## src/sv/cff_dict_token_decoder_macros.svh

```systemverilog
// Assertion macros used by the font dictionary parser module.
`ifndef CFF_DICT_TOKEN_DECODER_MACROS_SVH
`define CFF_DICT_TOKEN_DECODER_MACROS_SVH

`ifndef SYNTHESIS

`define CFFDTD_ASSERT_IMP(label, ante, cons, msg) \
   label: assert property (@(posedge clock) disable iff (reset) (ante) |-> (cons)) \
      else $error(msg);

`define CFFDTD_ASSERT_NXT(label, ante, cons, msg) \
   label: assert property (@(posedge clock) disable iff (reset) (ante) |=> (cons)) \
      else $error(msg);

`else

`define CFFDTD_ASSERT_IMP(label, ante, cons, msg)

`define CFFDTD_ASSERT_NXT(label, ante, cons, msg)

`endif

`endif

```

## src/sv/cffdtd_pkg.sv

```systemverilog
// Types and constants of the font dictionary token decoder.
package cffdtd_pkg;

   localparam int MAX_OPERANDS = 48;
   localparam int DEPTH_W      = $clog2(MAX_OPERANDS + 1);

   localparam logic [7:0] OP_ESCAPE      = 8'd12;
   localparam logic [7:0] OP_LIMIT       = 8'd22;
   localparam logic [7:0] LEAD_SHORT_INT = 8'd28;
   localparam logic [7:0] LEAD_LONG_INT  = 8'd29;
   localparam logic [7:0] LEAD_REAL      = 8'd30;
   localparam logic [7:0] SMALL_LOW      = 8'd32;
   localparam logic [7:0] SMALL_HIGH     = 8'd246;
   localparam logic [7:0] POS_LOW        = 8'd247;
   localparam logic [7:0] NEG_LOW        = 8'd251;
   localparam logic [7:0] NEG_HIGH       = 8'd254;
   localparam logic [31:0] BIAS_SMALL    = 32'd139;
   localparam logic [31:0] BIAS_MEDIUM   = 32'd108;
   localparam logic [5:0]  COUNT_MAX     = 6'd63;

   typedef enum logic [2:0] {
      ST_OK            = 3'd0,
      ST_TRUNC_OPERAND = 3'd1,
      ST_TRUNC_ESCAPE  = 3'd2,
      ST_BAD_LEAD      = 3'd3,
      ST_OVERFLOW      = 3'd4
   } status_type;

   typedef struct packed {
      logic [7:0] data_byte;
      logic       end_of_dict;
   } req_item_type;

   typedef struct packed {
      logic [8:0]         operator_code;
      logic signed [31:0] first_operand;
      logic signed [31:0] second_operand;
      logic [5:0]         operand_count;
      logic [1:0]         real_flags;
      logic [2:0]         status;
   } rsp_item_type;

endpackage

```

## src/sv/cff_dict_token_decoder.sv

```systemverilog
// Top level of the font dictionary token decoder: input and result registers around the parser.
//
// The decoder takes one dictionary byte per transfer and sustains one byte per clock cycle
// while the result side does not stall. A byte enters the input register at its transfer,
// the parser decodes it from there, and any result it causes is written to the result
// register when the byte moves on, and is offered from the result register.
// Bytes that only build operands give no result. After an error result the block
// drops bytes until the end mark, and every end mark returns the parser and its operand
// summary to the reset state. The input side stalls while the input register holds a byte
// and the result register is full and stalled, whether or not that byte would produce a
// result.
module cff_dict_token_decoder (
   input  logic                     clock,
   input  logic                     reset,
   input  logic                     req_valid,
   output logic                     req_stall,
   input  cffdtd_pkg::req_item_type req_data,
   output logic                     rsp_valid,
   input  logic                     rsp_stall,
   output cffdtd_pkg::rsp_item_type rsp_data
);
   import cffdtd_pkg::*;

   logic         in_vld_ff, in_vld_in;
   req_item_type in_data_ff;
   logic         rsp_vld_ff, rsp_vld_in;
   rsp_item_type rsp_data_ff;

   logic         advance;
   logic         load_in;
   logic         res_vld;
   rsp_item_type res;

   // The held byte moves on whenever the result register is free or being emptied.
   assign advance   = in_vld_ff && (!rsp_vld_ff || !rsp_stall);
   assign load_in   = !in_vld_ff || advance;
   assign req_stall = !load_in;

   assign in_vld_in = load_in ? req_valid : in_vld_ff;

   always_comb begin
      if (advance) begin
         rsp_vld_in = res_vld;
      end else if (rsp_vld_ff && !rsp_stall) begin
         rsp_vld_in = 1'b0;
      end else begin
         rsp_vld_in = rsp_vld_ff;
      end
   end

   cffdtd_parse u_parse (
      .clock   (clock),
      .reset   (reset),
      .step    (advance),
      .item    (in_data_ff),
      .res_vld (res_vld),
      .res     (res)
   );

   always_ff @(posedge clock) begin
      if (reset) begin
         in_vld_ff  <= 1'b0;
         rsp_vld_ff <= 1'b0;
      end else begin
         in_vld_ff  <= in_vld_in;
         rsp_vld_ff <= rsp_vld_in;
      end
   end

   always_ff @(posedge clock) begin
      if (load_in && req_valid) begin
         in_data_ff <= req_data;
      end
      if (advance && res_vld) begin
         rsp_data_ff <= res;
      end
   end

   assign rsp_valid = rsp_vld_ff;
   assign rsp_data  = rsp_data_ff;

endmodule

```

## src/sv/cffdtd_parse.sv

```systemverilog
// Byte parser: operand decoding, operand stack summary and operator results.
`include "cff_dict_token_decoder_macros.svh"

module cffdtd_parse (
   input  logic                     clock,
   input  logic                     reset,
   input  logic                     step,
   input  cffdtd_pkg::req_item_type item,
   output logic                     res_vld,
   output cffdtd_pkg::rsp_item_type res
);
   import cffdtd_pkg::*;

   typedef enum logic [2:0] {
      PH_IDLE,
      PH_INT,
      PH_REAL,
      PH_ESC,
      PH_DISCARD
   } phase_type;

   phase_type          phase_ff, phase_in;
   logic [7:0]         lead_ff, lead_in;
   logic [2:0]         pend_ff, pend_in;
   logic [31:0]        acc_ff, acc_in;
   logic [DEPTH_W-1:0] depth_ff, depth_in;
   logic [31:0]        first_ff, first_in;
   logic [31:0]        second_ff, second_in;
   logic [1:0]         flags_ff, flags_in;

   logic [7:0]  b;
   logic        eod;
   status_type  err;
   logic        op_emit;
   logic [8:0]  op_code;
   logic        push_req;
   logic        push_real;
   logic [31:0] push_val;
   logic [31:0] acc_shift;
   logic [2:0]  pend_dec;
   logic [7:0]  med_off;
   logic [31:0] med_mag;
   logic [31:0] int_value;
   logic [31:0] cnt_wide;

   assign b         = item.data_byte;
   assign eod       = item.end_of_dict;
   assign acc_shift = {acc_ff[23:0], b};

   // Value of a completed multi-byte integer; the last byte is the current one.
   always_comb begin
      med_off = (lead_ff < NEG_LOW) ? (lead_ff - POS_LOW) : (lead_ff - NEG_LOW);
      med_mag = {22'b0, med_off[1:0], b} + BIAS_MEDIUM;
      case (lead_ff)
         LEAD_SHORT_INT: int_value = {{16{acc_shift[15]}}, acc_shift[15:0]};
         LEAD_LONG_INT:  int_value = acc_shift;
         default:        int_value = (lead_ff < NEG_LOW) ? med_mag : (32'd0 - med_mag);
      endcase
   end

   always_comb begin
      phase_in  = phase_ff;
      lead_in   = lead_ff;
      pend_in   = pend_ff;
      acc_in    = acc_ff;
      depth_in  = depth_ff;
      first_in  = first_ff;
      second_in = second_ff;
      flags_in  = flags_ff;
      err       = ST_OK;
      op_emit   = 1'b0;
      op_code   = '0;
      push_req  = 1'b0;
      push_real = 1'b0;
      push_val  = '0;
      pend_dec  = (pend_ff != 3'd0) ? (pend_ff - 3'd1) : 3'd0;

      case (phase_ff)
         PH_IDLE: begin
            if (b < OP_LIMIT) begin
               if (b == OP_ESCAPE) begin
                  if (eod) begin
                     err = ST_TRUNC_ESCAPE;
                  end else begin
                     phase_in = PH_ESC;
                  end
               end else begin
                  op_emit = 1'b1;
                  op_code = {1'b0, b};
               end
            end else if (b inside {[SMALL_LOW:SMALL_HIGH]}) begin
               push_req = 1'b1;
               push_val = {24'b0, b} - BIAS_SMALL;
            end else if (b == LEAD_SHORT_INT || b == LEAD_LONG_INT ||
                         b inside {[POS_LOW:NEG_HIGH]}) begin
               lead_in = b;
               acc_in  = '0;
               if (b == LEAD_SHORT_INT) begin
                  pend_in = 3'd2;
               end else if (b == LEAD_LONG_INT) begin
                  pend_in = 3'd4;
               end else begin
                  pend_in = 3'd1;
               end
               if (eod) begin
                  err = ST_TRUNC_OPERAND;
               end else begin
                  phase_in = PH_INT;
               end
            end else if (b == LEAD_REAL) begin
               lead_in  = b;
               phase_in = PH_REAL;
            end else begin
               err = ST_BAD_LEAD;
            end
         end
         PH_INT: begin
            acc_in  = acc_shift;
            pend_in = pend_dec;
            if (pend_dec == 3'd0) begin
               phase_in = PH_IDLE;
               push_req = 1'b1;
               push_val = int_value;
            end else if (eod) begin
               err = ST_TRUNC_OPERAND;
            end
         end
         PH_REAL: begin
            // A real ends with the first byte that holds an all-ones nibble.
            if (b[7:4] == 4'hF || b[3:0] == 4'hF) begin
               phase_in  = PH_IDLE;
               push_req  = 1'b1;
               push_real = 1'b1;
            end
         end
         PH_ESC: begin
            op_emit  = 1'b1;
            op_code  = {1'b1, b};
            phase_in = PH_IDLE;
         end
         PH_DISCARD: begin
         end
         default: begin
         end
      endcase

      // Only the first two operands are kept; deeper ones are only counted.
      if (push_req) begin
         if (depth_ff >= DEPTH_W'(MAX_OPERANDS)) begin
            err = ST_OVERFLOW;
         end else begin
            if (depth_ff == '0) begin
               first_in    = push_real ? 32'd0 : push_val;
               flags_in[0] = flags_ff[0] | push_real;
            end else if (depth_ff == DEPTH_W'(1)) begin
               second_in   = push_real ? 32'd0 : push_val;
               flags_in[1] = flags_ff[1] | push_real;
            end
            depth_in = depth_ff + DEPTH_W'(1);
         end
      end

      if (op_emit) begin
         depth_in  = '0;
         first_in  = '0;
         second_in = '0;
         flags_in  = '0;
      end

      if (err != ST_OK) begin
         phase_in = PH_DISCARD;
      end

      if (eod) begin
         phase_in  = PH_IDLE;
         lead_in   = '0;
         pend_in   = '0;
         acc_in    = '0;
         depth_in  = '0;
         first_in  = '0;
         second_in = '0;
         flags_in  = '0;
      end
   end

   // Results carry the operand summary as it stood before this byte.
   always_comb begin
      cnt_wide           = 32'(depth_ff);
      res_vld            = op_emit || (err != ST_OK);
      res.operator_code  = (err != ST_OK) ? 9'd0 : op_code;
      res.first_operand  = first_ff;
      res.second_operand = second_ff;
      res.operand_count  = (cnt_wide > 32'(COUNT_MAX)) ? COUNT_MAX : cnt_wide[5:0];
      res.real_flags     = flags_ff;
      res.status         = err;
   end

   always_ff @(posedge clock) begin
      if (reset) begin
         phase_ff  <= PH_IDLE;
         lead_ff   <= '0;
         pend_ff   <= '0;
         acc_ff    <= '0;
         depth_ff  <= '0;
         first_ff  <= '0;
         second_ff <= '0;
         flags_ff  <= '0;
      end else if (step) begin
         phase_ff  <= phase_in;
         lead_ff   <= lead_in;
         pend_ff   <= pend_in;
         acc_ff    <= acc_in;
         depth_ff  <= depth_in;
         first_ff  <= first_in;
         second_ff <= second_in;
         flags_ff  <= flags_in;
      end
   end

   `CFFDTD_ASSERT_IMP(a_depth_bound, 1'b1, depth_ff <= DEPTH_W'(MAX_OPERANDS), "operand depth beyond limit")
   `CFFDTD_ASSERT_NXT(a_end_clears, step && eod, (phase_ff == PH_IDLE) && (depth_ff == '0), "end mark did not clear state")
   `CFFDTD_ASSERT_IMP(a_discard_silent, step && (phase_ff == PH_DISCARD), !res_vld, "result while discarding")
   `CFFDTD_ASSERT_IMP(a_int_pending, phase_ff == PH_INT, pend_ff != 3'd0, "integer phase with no bytes pending")

endmodule
```

## config.mk

```make
export PLATFORM = sky130hd
export DESIGN_NAME = cff_dict_token_decoder
export DESIGN_NICKNAME = d
export VERILOG_FILES = /design/src/sv/cffdtd_pkg.sv /design/src/sv/cff_dict_token_decoder.sv /design/src/sv/cffdtd_parse.sv
export VERILOG_INCLUDE_DIRS = /design/src /design/src/sv
export SDC_FILE = /design/constraint.sdc
export NUM_CORES = 1
export LEC_CHECK = 0
export BUFFER_PORTS_ARGS = -buffer_cell sky130_fd_sc_hd__buf_2
export CAP_MARGIN = 0
export CORE_ASPECT_RATIO = 0.5
export CORE_UTILIZATION = 36
export DETAILED_ROUTE_END_ITERATION = 10
export HOLD_SLACK_MARGIN = 0.05
export PLACE_DENSITY_LB_ADDON = 0.15
export SLEW_MARGIN = 20
export SYNTH_ARGS = -nofsm -noshare
export SYNTH_HDL_FRONTEND = slang
export SYNTH_HIERARCHICAL = 1
export SYNTH_SLANG_ARGS = --single-unit
```

## constraint.sdc

```tcl
create_clock -name clock -period 11.8 [get_ports clock]
set_input_delay 0 -clock clock [delete_from_list [all_inputs] [get_ports clock]]
set_output_delay 0 -clock clock [all_outputs]
set_load 0.1 [all_outputs]
```

# [Word level (Yosys, flattened, before mapping)]
# Cells that the tools add are included.
# Widths: inputs -> output; s select.
[op_classes] add_sub_neg=7 magnitude_cmp=7 eq_ne=24 n_reduce_logical=35 bitwise=2 mux=84
[ops] op="$mux 32" n=16
[ops] op="$pmux 32 s2" n=2
[ops] op="$mux 24" n=4
[ops] op="$mux 3" n=23
[ops] op="$mux 8" n=7
[ops] op="$pmux 24 s2" n=1
[ops] op="$eq 8x5->1 const B" n=5
[ops] op="$sub 1x32->32 const A" n=1
[ops] op="$mux 6" n=4
[ops] op="$reduce_bool 3->1" n=7
[ops] op="$pmux 9 s2" n=1
[ops] op="$le 8x8->1 const B" n=2
[ops] op="$reduce_and 5->1" n=3
[ops] op="$mux 2" n=7
[ops] op="$mux 1" n=13
[ops] op="$pmux 3 s2" n=2
[ops] op="$pmux 3 s4" n=1
[ops] op="$add 10x7->11 const B" n=1
[ops] op="$mux 9" n=1
[ops] op="$ne 3x2->1 const B" n=3
[ops] op="$sub 8x8->9 const B" n=1
[ops] op="$eq 4x4->1 const B" n=2
[ops] op="$eq 8x4->1 const B" n=1
[ops] op="$ge 8x6->1 const B" n=1
[ops] op="29 further kinds" n=50
[word_totals] elab_cells=178 regBits=205 input_bits=13

# [Logic depth before layout (Yosys ltp)]
# Gate-level depths: netlist (run 1).
[logic_depth] depth_word=15 depth_mapped=12

# [Cells and area by module]
# Netlist (run 1), hierarchy kept.
[by_module_without_submodules] module="cffdtd_parse" cells_per_inst=637 n_inst=1 area_per_inst_um2=5710.5
[by_module_without_submodules] module="cff_dict_token_decoder" cells_per_inst=105 n_inst=1 area_per_inst_um2=2886.5

# [Worst setup path before layout (run 1)]
# OpenSTA, ideal clock, no wires.
[synth_path] path_kind="register to register" startpoint="reg in_data_ff[4] (netlist bit)" endpoint="reg rsp_data_ff, in the netlist rsp_data[0], enable pin" required_ps=11246 synth_period_minus_slack_ps=6678 arrival_ps=6124 path_stages_with_launch=12 slack_ps=5122 setup_time_ps=554 cell_sequence="edfxtp_1 buf_2 inv_1 ha_1 and2_1 o21ai_0 or2_2 o31ai_1 nor2_1 nand3b_1 nand2_1 a21oi_1"
[synth_rtl] item="from (decl)" line_no="cff_dict_token_decoder.sv:25" text="req_item_type in_data_ff;"
[synth_rtl] item="from (signal assigned)" line_no="cff_dict_token_decoder.sv:72" text="in_data_ff <= req_data;"
[synth_rtl] item="to (signal assigned)" line_no="cff_dict_token_decoder.sv:75" text="rsp_data_ff <= res;"
[synth_rtl] item="to (decl)" line_no="cff_dict_token_decoder.sv:27" text="rsp_item_type rsp_data_ff;"

==> results.sh, run 1 <==
export IMPL_timing_hold_worst_path_depth=2
export IMPL_max_clock_freq_mhz=262
export IMPL_cts_hold_fix_buffers=13
export IMPL_insertedDiodeCount=0
export IMPL_slew_headroom_pct=21.8
export IMPL_fin_skew_ns=0.0120
export IMPL_clk_latency_ns=0.50
export IMPL_route_detailed_wl_per_inst_um=19.2
export IMPL_die_h_um=111
export IMPL_total_power_w=0.00157
export IMPL_outcome="complete, but fails checks"
export IMPL_drc_errors=6
export IMPL_rsz0062_at_grt="false"
export IMPL_chipWidth_um=221
export IMPL_std_cell_rows=39
export IMPL_clkSinkCount=205
export IMPL_io_buffer_count=98
export IMPL_period_share_pct=32.4
export IMPL_post_route_cells_drive_above_1_share_pct=20.5
export IMPL_postSynth_topFlopCell="dfxtp_1"
export IMPL_timing_max_cap_violations=0
export IMPL_pin_count=99
export IMPL_number_of_flops_mapped_to_enable_cells_by_yosys=93
export IMPL_synth_top_area_share_pct=32.5
export IMPL_cts_clk_slew_worst_paths_ns=0.06
export IMPL_minimum_clock_period_ns=3.82
export IMPL_drt_first_pass_iters=8
export IMPL_grt_max_degree=80
export IMPL_area_growth_syn_to_layout_pct=18.6
export IMPL_detailedPlacementHpwl_um=15200
export IMPL_route_final_wire_length_um=22200
export IMPL_avgSynthCellArea_um2=11.6
export IMPL_first_global_vias=6108
export IMPL_cts_post_setup_buffers_inserted=0
export IMPL_cell_at_the_root_of_the_clock_tree="clkbuf_16"
export IMPL_grtUsageTotal_pct=18.2
export IMPL_synth_yosys_seq_area_share_pct=58.6
export IMPL_cts_tree="yes"
export IMPL_post_synth_top_count_cell="dfxtp_1"
export IMPL_p_leak_nw=3.68
export IMPL_netlist_instances=742
export IMPL_timing_hold_violations_final=0
export IMPL_first_iter_violations=534
export IMPL_floorplan_die_area_um2=24500
export IMPL_crit_path_start_kind="register"
export IMPL_finalHoldWorstSlack_ns=0.220
export IMPL_timing_critical_path_to_type="register"
export IMPL_finalCoreUtilization_pct=44.1
export IMPL_synthesis_area_um2=8600
export IMPL_ys_top_cells_by_area="edfxtp_1, dfxtp_1, a221o_1"
export IMPL_antenna_found_initial=1
export IMPL_worst_endpoint_arrival_ns=3.99
export IMPL_synth_warning_count=6
export IMPL_grt_overflow_total=0
export IMPL_min_delay_path_class="in -> reg"
export IMPL_initial_core_util_pct=37.2
export IMPL_placeableCoreArea_um2=23100
export IMPL_final_setup_viol_count=0
export IMPL_power_density_nw_per_um2=154
export IMPL_grt_pass1_wl_um=35000
export IMPL_setup_worst_path_class="reg -> reg"
export IMPL_gpl_final_weighted_congestion=0.834
export IMPL_cts_htree_levels=1
export IMPL_cp_data_required_time_ns=11.97
export IMPL_vias=6348
export IMPL_register_bit_total_from_synthesis=205
export IMPL_via_per_inst=5.48
export IMPL_synth_top_cells_by_count="dfxtp_1, edfxtp_1, nor2_1"
export IMPL_postCtsResizedCells=0
export IMPL_post_synthesis_net_count=770
export IMPL_cts_buffers=19
export IMPL_cts_max_path_buffers=3
export IMPL_cell_depth_of_the_worst_flop_to_flop_path=12
export IMPL_final_max_slew_viol_count=0
export IMPL_ant_nets=0
export IMPL_num_nets_final=867
export IMPL_tightestPinTransition_ns=1.16
export IMPL_tns_ns=0
export IMPL_synth_top_area_cell="edfxtp_1"
export IMPL_unique_cell_type_count_in_the_yosys_netlist=76
export IMPL_worst_path_max_fanout=57
export IMPL_violations="DRC"
export IMPL_vdd_drop_max_v=0.0000891
export IMPL_ys_async_sr_fraction_pct=0
layout make-up:
cell class / instances / area [um2]
Clock buffer: 20 / 489
Clock inverter: 14 / 206
Fill cell: 2218 / 12900
Inverter: 20 / 75.1
Multi-Input combinational cell: 471 / 3280
Sequential cell: 205 / 5030
Tap cell: 307 / 384
Timing Repair Buffer: 122 / 731
cell usage in the layout (no fill, tap or decap), types with 10 or more instances in the layout:
master,n
nor2_1,47
o21ai_0,34
dfxtp_1,112
a221o_1,41
nor3_1,11
inv_1,19
dlygate4sd3_1,13
nand3_1,35
a22o_1,13
and3_1,10
mux2i_1,12
ha_1,15
a21o_1,20
nand2_1,45
buf_2,98
edfxtp_1,93
nand2b_1,10
a21oi_1,20
clkbuf_16,19
logic make-up after synthesis:
kind of cell	Yosys count	share of synthesized area (%)
flops	205	58.6
xor+xnor	11	1.12
fa+ha+maj	15	2.18
buf+inv	66	3.65
mux	12	1.40
simple gates	218	13.5
compound gates	215	19.6
metrics by stage:
stage               cell area (um2)  instances  setup slack (ns)
finish                        10200       1159              7.98
global route                  10200       1159              7.61
CTS                           10200       1157              7.78
detailed placement             9330       1110              7.79
global placement               9330       1110              7.94
floorplan                      8600        742              5.12
path summary, 6_finish.rpt:
kind / start / endpoint / slack [ns]
hold / removal: req_data[6] / in_data_ff[6] / 0.22
hold reg to reg: u_parse/second_ff[9] / rsp_data[20] / 0.43
setup reg to reg: in_data_ff[4] / rsp_data[16] / 7.98
setup / recovery: in_data_ff[4] / rsp_data[16] / 7.98
critical path, cell delays in order, from the launching register on:
cell and delay (ns):
edfxtp_1 0.70, ha_1 0.36, nand2_1 0.15, a2111oi_4 0.56
nor2_1 0.10, nand2_1 0.16, and3_1 0.23, nor2_1 0.07
nand3b_1 0.10, nand2_1 0.11, a21oi_4 0.20, buf_4 0.37
buf_16 0.30
registers in the layout, summed over array words and instances (netlist names), 3 cells and up:
| signal | count |
|---|---|
| u_parse/lead_ff | 8 |
| u_parse/depth_ff | 6 |
| rsp_data | 84 |
| u_parse/acc_ff | 24 |
| u_parse/pend_ff | 3 |
| u_parse/second_ff | 32 |
| in_data_ff | 9 |
| u_parse/first_ff | 32 |
| u_parse/phase_ff | 3 |
metal layers:
layer  up-vias  track usage [%]  part of all wire (%)
li1       3031                -                     -
met1      3122             28.0                    52
met2       162             25.9                    42
met3        31             3.70                   5.0
met4         2             3.97                   1.6
met5         -                0                 0.058
where the power goes:
group	switching (W)	total, W	leakage (nW)	internal, W
Combinational	0.0000916	0.000122	1.62	0.0000306
Clock	0.000269	0.000683	0.339	0.000413
Sequential	0.0000129	0.000767	1.72	0.000755
(Power assumes the default switching activity.)
==> inputs of run 2 (changes only) <==
clock period = 3.5 ns   (was 11.8 ns; I/O delays follow)
==> run 2 against run 1 <==
Against the previous run:
- the flow still finishes with violations (DRC)
- total power grew to 3.3 times the previous value
- core utilization is 0.73 points higher
- maximum frequency is 21% higher
- first-iteration DRC count is 22% higher
- non-clock buffer count is 23 higher
- via count is 1.1% higher
- design area is 1.7% higher
- register-to-register slack worse by 7.6 ns
- clock skew is 0.0013 ns higher
- highest routed layer is now met4
==> results.sh, run 2 (synthesis gave the netlist of run 1 again) <==
export IMPL_period_share_pct=90.1
export IMPL_gpl_final_weighted_congestion=0.903
export IMPL_cts_buffers=20
export IMPL_floorplan_die_area_um2=24500
export IMPL_cts_max_path_buffers=3
export IMPL_num_nets_final=891
export IMPL_crit_path_start_kind="register"
export IMPL_violations="DRC"
export IMPL_post_route_cells_drive_above_1_share_pct=23.3
export IMPL_timing_critical_path_to_type="register"
export IMPL_route_final_wire_length_um=22100
export IMPL_slew_headroom_pct=45.6
export IMPL_antenna_found_initial=0
export IMPL_fin_area_um2=10400
export IMPL_min_delay_path_class="in -> reg"
export IMPL_layout_area_seq_um2=5030
export IMPL_io_buffer_count=98
export IMPL_pin_count=99
export IMPL_tightestPinTransition_ns=0.805
export IMPL_power_density_nw_per_um2=493
export IMPL_std_cell_rows=39
export IMPL_drc_errors=4
export IMPL_finalCoreUtilization_pct=44.8
export IMPL_cts_tree="yes"
export IMPL_p_leak_nw=3.76
export IMPL_final_setup_viol_count=0
export IMPL_clkSinkCount=205
export IMPL_cell_at_the_root_of_the_clock_tree="clkbuf_16"
export IMPL_cp_data_required_time_ns=3.65
export IMPL_grt_pass1_wl_um=34700
export IMPL_setup_worst_path_class="reg -> reg"
export IMPL_timing_hold_violations_final=0
export IMPL_first_iter_violations=653
export IMPL_initial_core_util_pct=37.2
export IMPL_rsz0062_at_grt="false"
export IMPL_first_global_vias=6143
export IMPL_drt_first_pass_iters=8
export IMPL_die_h_um=111
export IMPL_vdd_drop_max_v=0.000225
export IMPL_filler_cell_count=2229
export IMPL_placeableCoreArea_um2=23100
export IMPL_outcome="complete, but fails checks"
export IMPL_final_max_slew_viol_count=0
export IMPL_clk_latency_ns=0.51
export IMPL_route_detailed_wl_per_inst_um=18.7
export IMPL_fin_skew_ns=0.0132
export IMPL_via_per_inst=5.42
export IMPL_timing_max_cap_violations=0
export IMPL_worst_path_max_fanout=32
export IMPL_cts_post_setup_buffers_inserted=0
export IMPL_placed_cell_area_um2=9610
export IMPL_max_clock_freq_mhz=317
export IMPL_cts_clk_slew_worst_paths_ns=0.07
export IMPL_area_growth_syn_to_layout_pct=20.6
export IMPL_multiInputGateArea_um2=3340
export IMPL_flip_flop_count_of_the_largest_register_all_copies_and_words_added=84
export IMPL_grt_overflow_total=0
export IMPL_finalHoldWorstSlack_ns=0.194
export IMPL_insertedDiodeCount=0
export IMPL_grt_max_degree=53
export IMPL_detailedPlacementHpwl_um=15400
export IMPL_grtUsageTotal_pct=18.1
export IMPL_vias=6416
export IMPL_most_common_library_cell_in_the_layout_ignoring_fill_and_taps="dfxtp_1"
export IMPL_mostFrequentLayoutCells="dfxtp_1, buf_2, edfxtp_1, nor2_1, nand2_1"
export IMPL_worst_endpoint_arrival_ns=3.30
export IMPL_cts_htree_levels=1
export IMPL_ant_nets=0
export IMPL_minimum_clock_period_ns=3.15
export IMPL_chipWidth_um=221
-- run 2: cell types whose count changed in the layout (fill, tap and decap cells not counted), sizes merged --
cell / before / now
buf: 109 / 132
clkbuf: 20 / 27
bufinv: 5 / 1
inv: 21 / 20
-- run 2: where the power goes --
part,total (W),internal [W],leakage (nW),switching [W]
registers,0.00258,0.00254,1.72,0.0000340
logic,0.000445,0.000121,1.74,0.000324
clock network,0.00209,0.00117,0.299,0.000924
total,0.00511,0.00383,3.76,0.00128
-- run 2: final timing paths --
| kind | startpoint | endpoint | slack [ns] | cells after the start |
|---|---|---|---|---|
| worst min register to register | u_parse/first_ff[4] | rsp_data[47] | 0.43 | 0 |
| worst min-delay path | req_data[0] | in_data_ff[0] | 0.19 | 2 |
| worst max register to register | in_data_ff[3] | rsp_data[55] | 0.35 | 11 |
| worst max-delay path | in_data_ff[3] | rsp_data[55] | 0.35 | 11 |
-- run 2: metrics by stage --
stage / instances / setup WS [ns] / power [W] / TNS [ns]
after CTS: 1184 / 0.361 / 0.00517 / 0
after global routing: 1184 / 0.123 / 0.00532 / 0
after floorplan: 742 / -0.0896 / 0.00295 / -7.53
after detailed placement: 1135 / 0.385 / 0.00307 / 0
final: 1184 / 0.348 / 0.00511 / 0
after global placement: 1135 / 0.503 / 0.00306 / 0
-- run 2: repair_timing --
action,4_1_cts,5_1_grt
gates resized for setup,0,0
hold buffers,13,0
hold endpoints to repair,21,0
-- run 2: worst max-delay path, stage by stage (launching register included) --
cell	delay [ns]
edfxtp_1	0.63
ha_2	0.34
nand2_2	0.10
a2111oi_4	0.33
nor2_1	0.12
nand2_1	0.16
and3_1	0.24
nor2_1	0.08
nand3b_1	0.11
nand2_2	0.08
a21oi_4	0.15
buf_4	0.42
-- run 2: per-layer routing --
metal / vias to the layer above / global-route usage (%) / routed length, um
met5: - / 0 / 0
li1: 3083 / - / -
met4: 0 / 3.70 / 332
met2: 181 / 26.2 / 9270
met1: 3126 / 27.2 / 11100
met3: 26 / 4.28 / 1430
-- run 2: area by class of cell --
class	instances	share of cell area [%]
well taps	307	3.71
clock inverters	9	0.869
repair buffers	145	8.69
inverters	20	0.748
multi-input cells	471	32.2
clock buffers	27	5.18
flip-flops and latches	205	48.6
==> inputs of run 3 (changes only) <==
CORE_UTILIZATION = 52   (was 36)
PLACE_DENSITY = 0.85   (was default)
PLACE_DENSITY_LB_ADDON = default   (was 0.15)
==> run 3 against run 2 <==
Against the previous run:
- the flow now finishes without violations
- critical path type unchanged
- first-iteration DRC count decreased by 3.4%
- clock-buffer cell count is 3 lower
- sequential power hardly changed
- global-route usage rose by 6.4 points
- die area fell by 30%
==> results.sh, run 3 (synthesis gave the netlist of run 1 again) <==
export IMPL_outcome="completed"
export IMPL_initial_core_util_pct=54.5
export IMPL_crit_family="compound AO/OA/AOI/OAI gates"
export IMPL_route_detailed_wl_per_inst_um=19.2
export IMPL_clockPowerShare_pct=38.8
export IMPL_p_seq_share_pct=52.2
export IMPL_insertedDiodeCount=0
export IMPL_crit_path_start_kind="register"
export IMPL_cts_clk_slew_worst_paths_ns=0.07
export IMPL_critical_path_buf_inv_count=2
export IMPL_minimum_setup_slack_among_reg_to_reg_paths_ns=0.34
export IMPL_antenna_found_initial=1
export IMPL_holdPathEnd="in_data_ff[0]"
export IMPL_period_share_pct=90.4
export IMPL_max_clock_freq_mhz=316
export IMPL_p_leak_nw=3.73
export IMPL_mostFrequentLayoutCells="dfxtp_1, buf_2, edfxtp_1, nor2_1, nand2_1"
export IMPL_cp_data_required_time_ns=3.88
export IMPL_cts_tree="yes"
export IMPL_cpPeakStageDelay_ns=0.55
export IMPL_cts_htree_levels=1
export IMPL_grt_pass1_wl_um=32900
export IMPL_filler_cell_count=1230
export IMPL_multiInputGateArea_um2=3350
export IMPL_worst_endpoint_arrival_ns=3.54
export IMPL_min_delay_path_class="in -> reg"
export IMPL_cell_at_the_root_of_the_clock_tree="clkbuf_16"
export IMPL_intPower_w=0.00371
export IMPL_master_of_the_slowest_instance_on_the_critical_path="edfxtp_1"
export IMPL_io_buffer_count=98
export IMPL_chipWidth_um=184
export IMPL_reg2reg_to="u_parse/first_ff[17]"
export IMPL_cts_post_setup_buffers_inserted=0
export IMPL_stdcell_count=1090
export IMPL_rsz0062_at_grt="false"
export IMPL_fin_ws_ns=0.337
export IMPL_timing_hold_worst_start="req_data[0]"
export IMPL_layout_area_seq_um2=5030
export IMPL_via_per_inst=6.02
export IMPL_flip_flop_count_of_the_largest_register_all_copies_and_words_added=84
export IMPL_slew_headroom_pct=39.7
export IMPL_combinationalPowerShare_pct=9.0
export IMPL_route_final_wire_length_um=21000
export IMPL_minimum_clock_period_ns=3.16
export IMPL_placedCellCount=1045
export IMPL_timing_max_cap_violations=0
export IMPL_pin_count=99
export IMPL_num_nets_final=885
export IMPL_rr_startpoint="in_data_ff[4]"
export IMPL_std_cell_rows=32
export IMPL_most_common_library_cell_in_the_layout_ignoring_fill_and_taps="dfxtp_1"
export IMPL_final_max_slew_viol_count=0
export IMPL_ant_nets=0
export IMPL_worst_path_max_fanout=14
export IMPL_vias=6560
export IMPL_vdd_drop_max_v=0.000271
export IMPL_fin_skew_ns=0.0152
export IMPL_drc_errors=0
export IMPL_postCtsResizedCells=0
export IMPL_placeableCoreArea_um2=15800
export IMPL_cell_depth_of_the_worst_flop_to_flop_path=10
export IMPL_crit_chain="inv_4 > ha_4 > and2_4 > a21oi_1 > o21ai_1 > nand2_1 > a31oi_1 > nor3_2 > buf_4 > a221o_1"
export IMPL_cts_max_path_buffers=3
export IMPL_timing_critical_path_to_type="register"
export IMPL_area_growth_syn_to_layout_pct=18.5
export IMPL_grtUsageTotal_pct=24.6
export IMPL_dp_worst_setup_slack_ns=0.403
export IMPL_die_h_um=92.9
export IMPL_final_setup_viol_count=0
export IMPL_timing_hold_violations_final=0
export IMPL_first_global_vias=6185
export IMPL_grt_overflow_total=0
export IMPL_post_route_cells_drive_above_1_share_pct=23.1
export IMPL_gpl_final_weighted_congestion=0.909
export IMPL_finalHoldWorstSlack_ns=0.213
export IMPL_power_density_nw_per_um2=484
export IMPL_timing_hold_worst_path_depth=2
export IMPL_cts_hold_fix_buffers=13
export IMPL_tightestPinTransition_ns=0.896
export IMPL_clkSinkCount=205
export IMPL_switching_share_pct=24.8
export IMPL_cts_buffers=18
export IMPL_floorplan_die_area_um2=17100
export IMPL_netSwitchingPower_w=0.00122
export IMPL_first_iter_violations=631
export IMPL_detailedPlacementHpwl_um=14200
export IMPL_clk_latency_ns=0.50
export IMPL_grt_max_degree=78
export IMPL_setup_worst_path_class="reg -> reg"
export IMPL_drt_first_pass_iters=7
[run 3: cell count changes in the layout (fill, tap and decap cells not counted), sizes merged]
cell      delta
bufinv       -1
clkbuf       -3
buf          -4
clkinv       +2
clkinvlp     -2
[run 3: through the flow]
stage | setup TNS (ns) | instance area (um2) | total power [W] | util [%]
global placement | 0 | 9480 | 0.00305 | 60.1
CTS | 0 | 10200 | 0.00495 | 64.6
detailed placement | 0 | 9480 | 0.00305 | 60.1
global route | 0 | 10200 | 0.00508 | 64.6
finish | 0 | 10200 | 0.00493 | 64.6
floorplan | -7.53 | 8690 | 0.00295 | -
[run 3: metal layers]
layer	part of all wire [%]	wire length [um]	GRT usage (%)	vias up
li1	-	-	-	3077
met1	47	9760	35.6	3172
met2	45	9380	38.5	270
met3	7.2	1510	3.89	39
met4	1.4	304	5.97	2
met5	0.048	10	0	-
[run 3: power groups by stage]
stage / sequential (W) / combinational (W) / clock (W)
after floorplan: 0.00275 / 0.000207 / 0
after global placement: 0.00263 / 0.000417 / 0
after detailed placement: 0.00263 / 0.000423 / 0
after CTS: 0.00258 / 0.000436 / 0.00193
after global routing: 0.00258 / 0.000465 / 0.00204
final: 0.00258 / 0.000442 / 0.00192
[run 3: cell type report]
type / instances / area share (%)
sequential: 205 / 49.4
inverter: 20 / 0.762
multi-input combinational: 471 / 32.9
timing repair buffer: 141 / 8.55
clock inverter: 8 / 0.553
clock buffer: 24 / 5.05
tap: 221 / 2.71
[run 3: how the worst max path moves through the flow]
| stage | from | to | depth (start not counted) |
|---|---|---|---|
| 6_report | in_data_ff[4] | u_parse/first_ff[17] | 10 |
| 4_1_cts | in_data_ff[6] | rsp_data[57] | 10 |
| 5_1_grt | in_data_ff[3] | u_parse/first_ff[17] | 10 |
| 2_1_floorplan | in_data_ff[4] | rsp_data[0] | 12 |
| 3_5_place_dp | in_data_ff[6] | rsp_data[22] | 10 |
| 3_3_place_gp | in_data_ff[6] | rsp_data[27] | 10 |
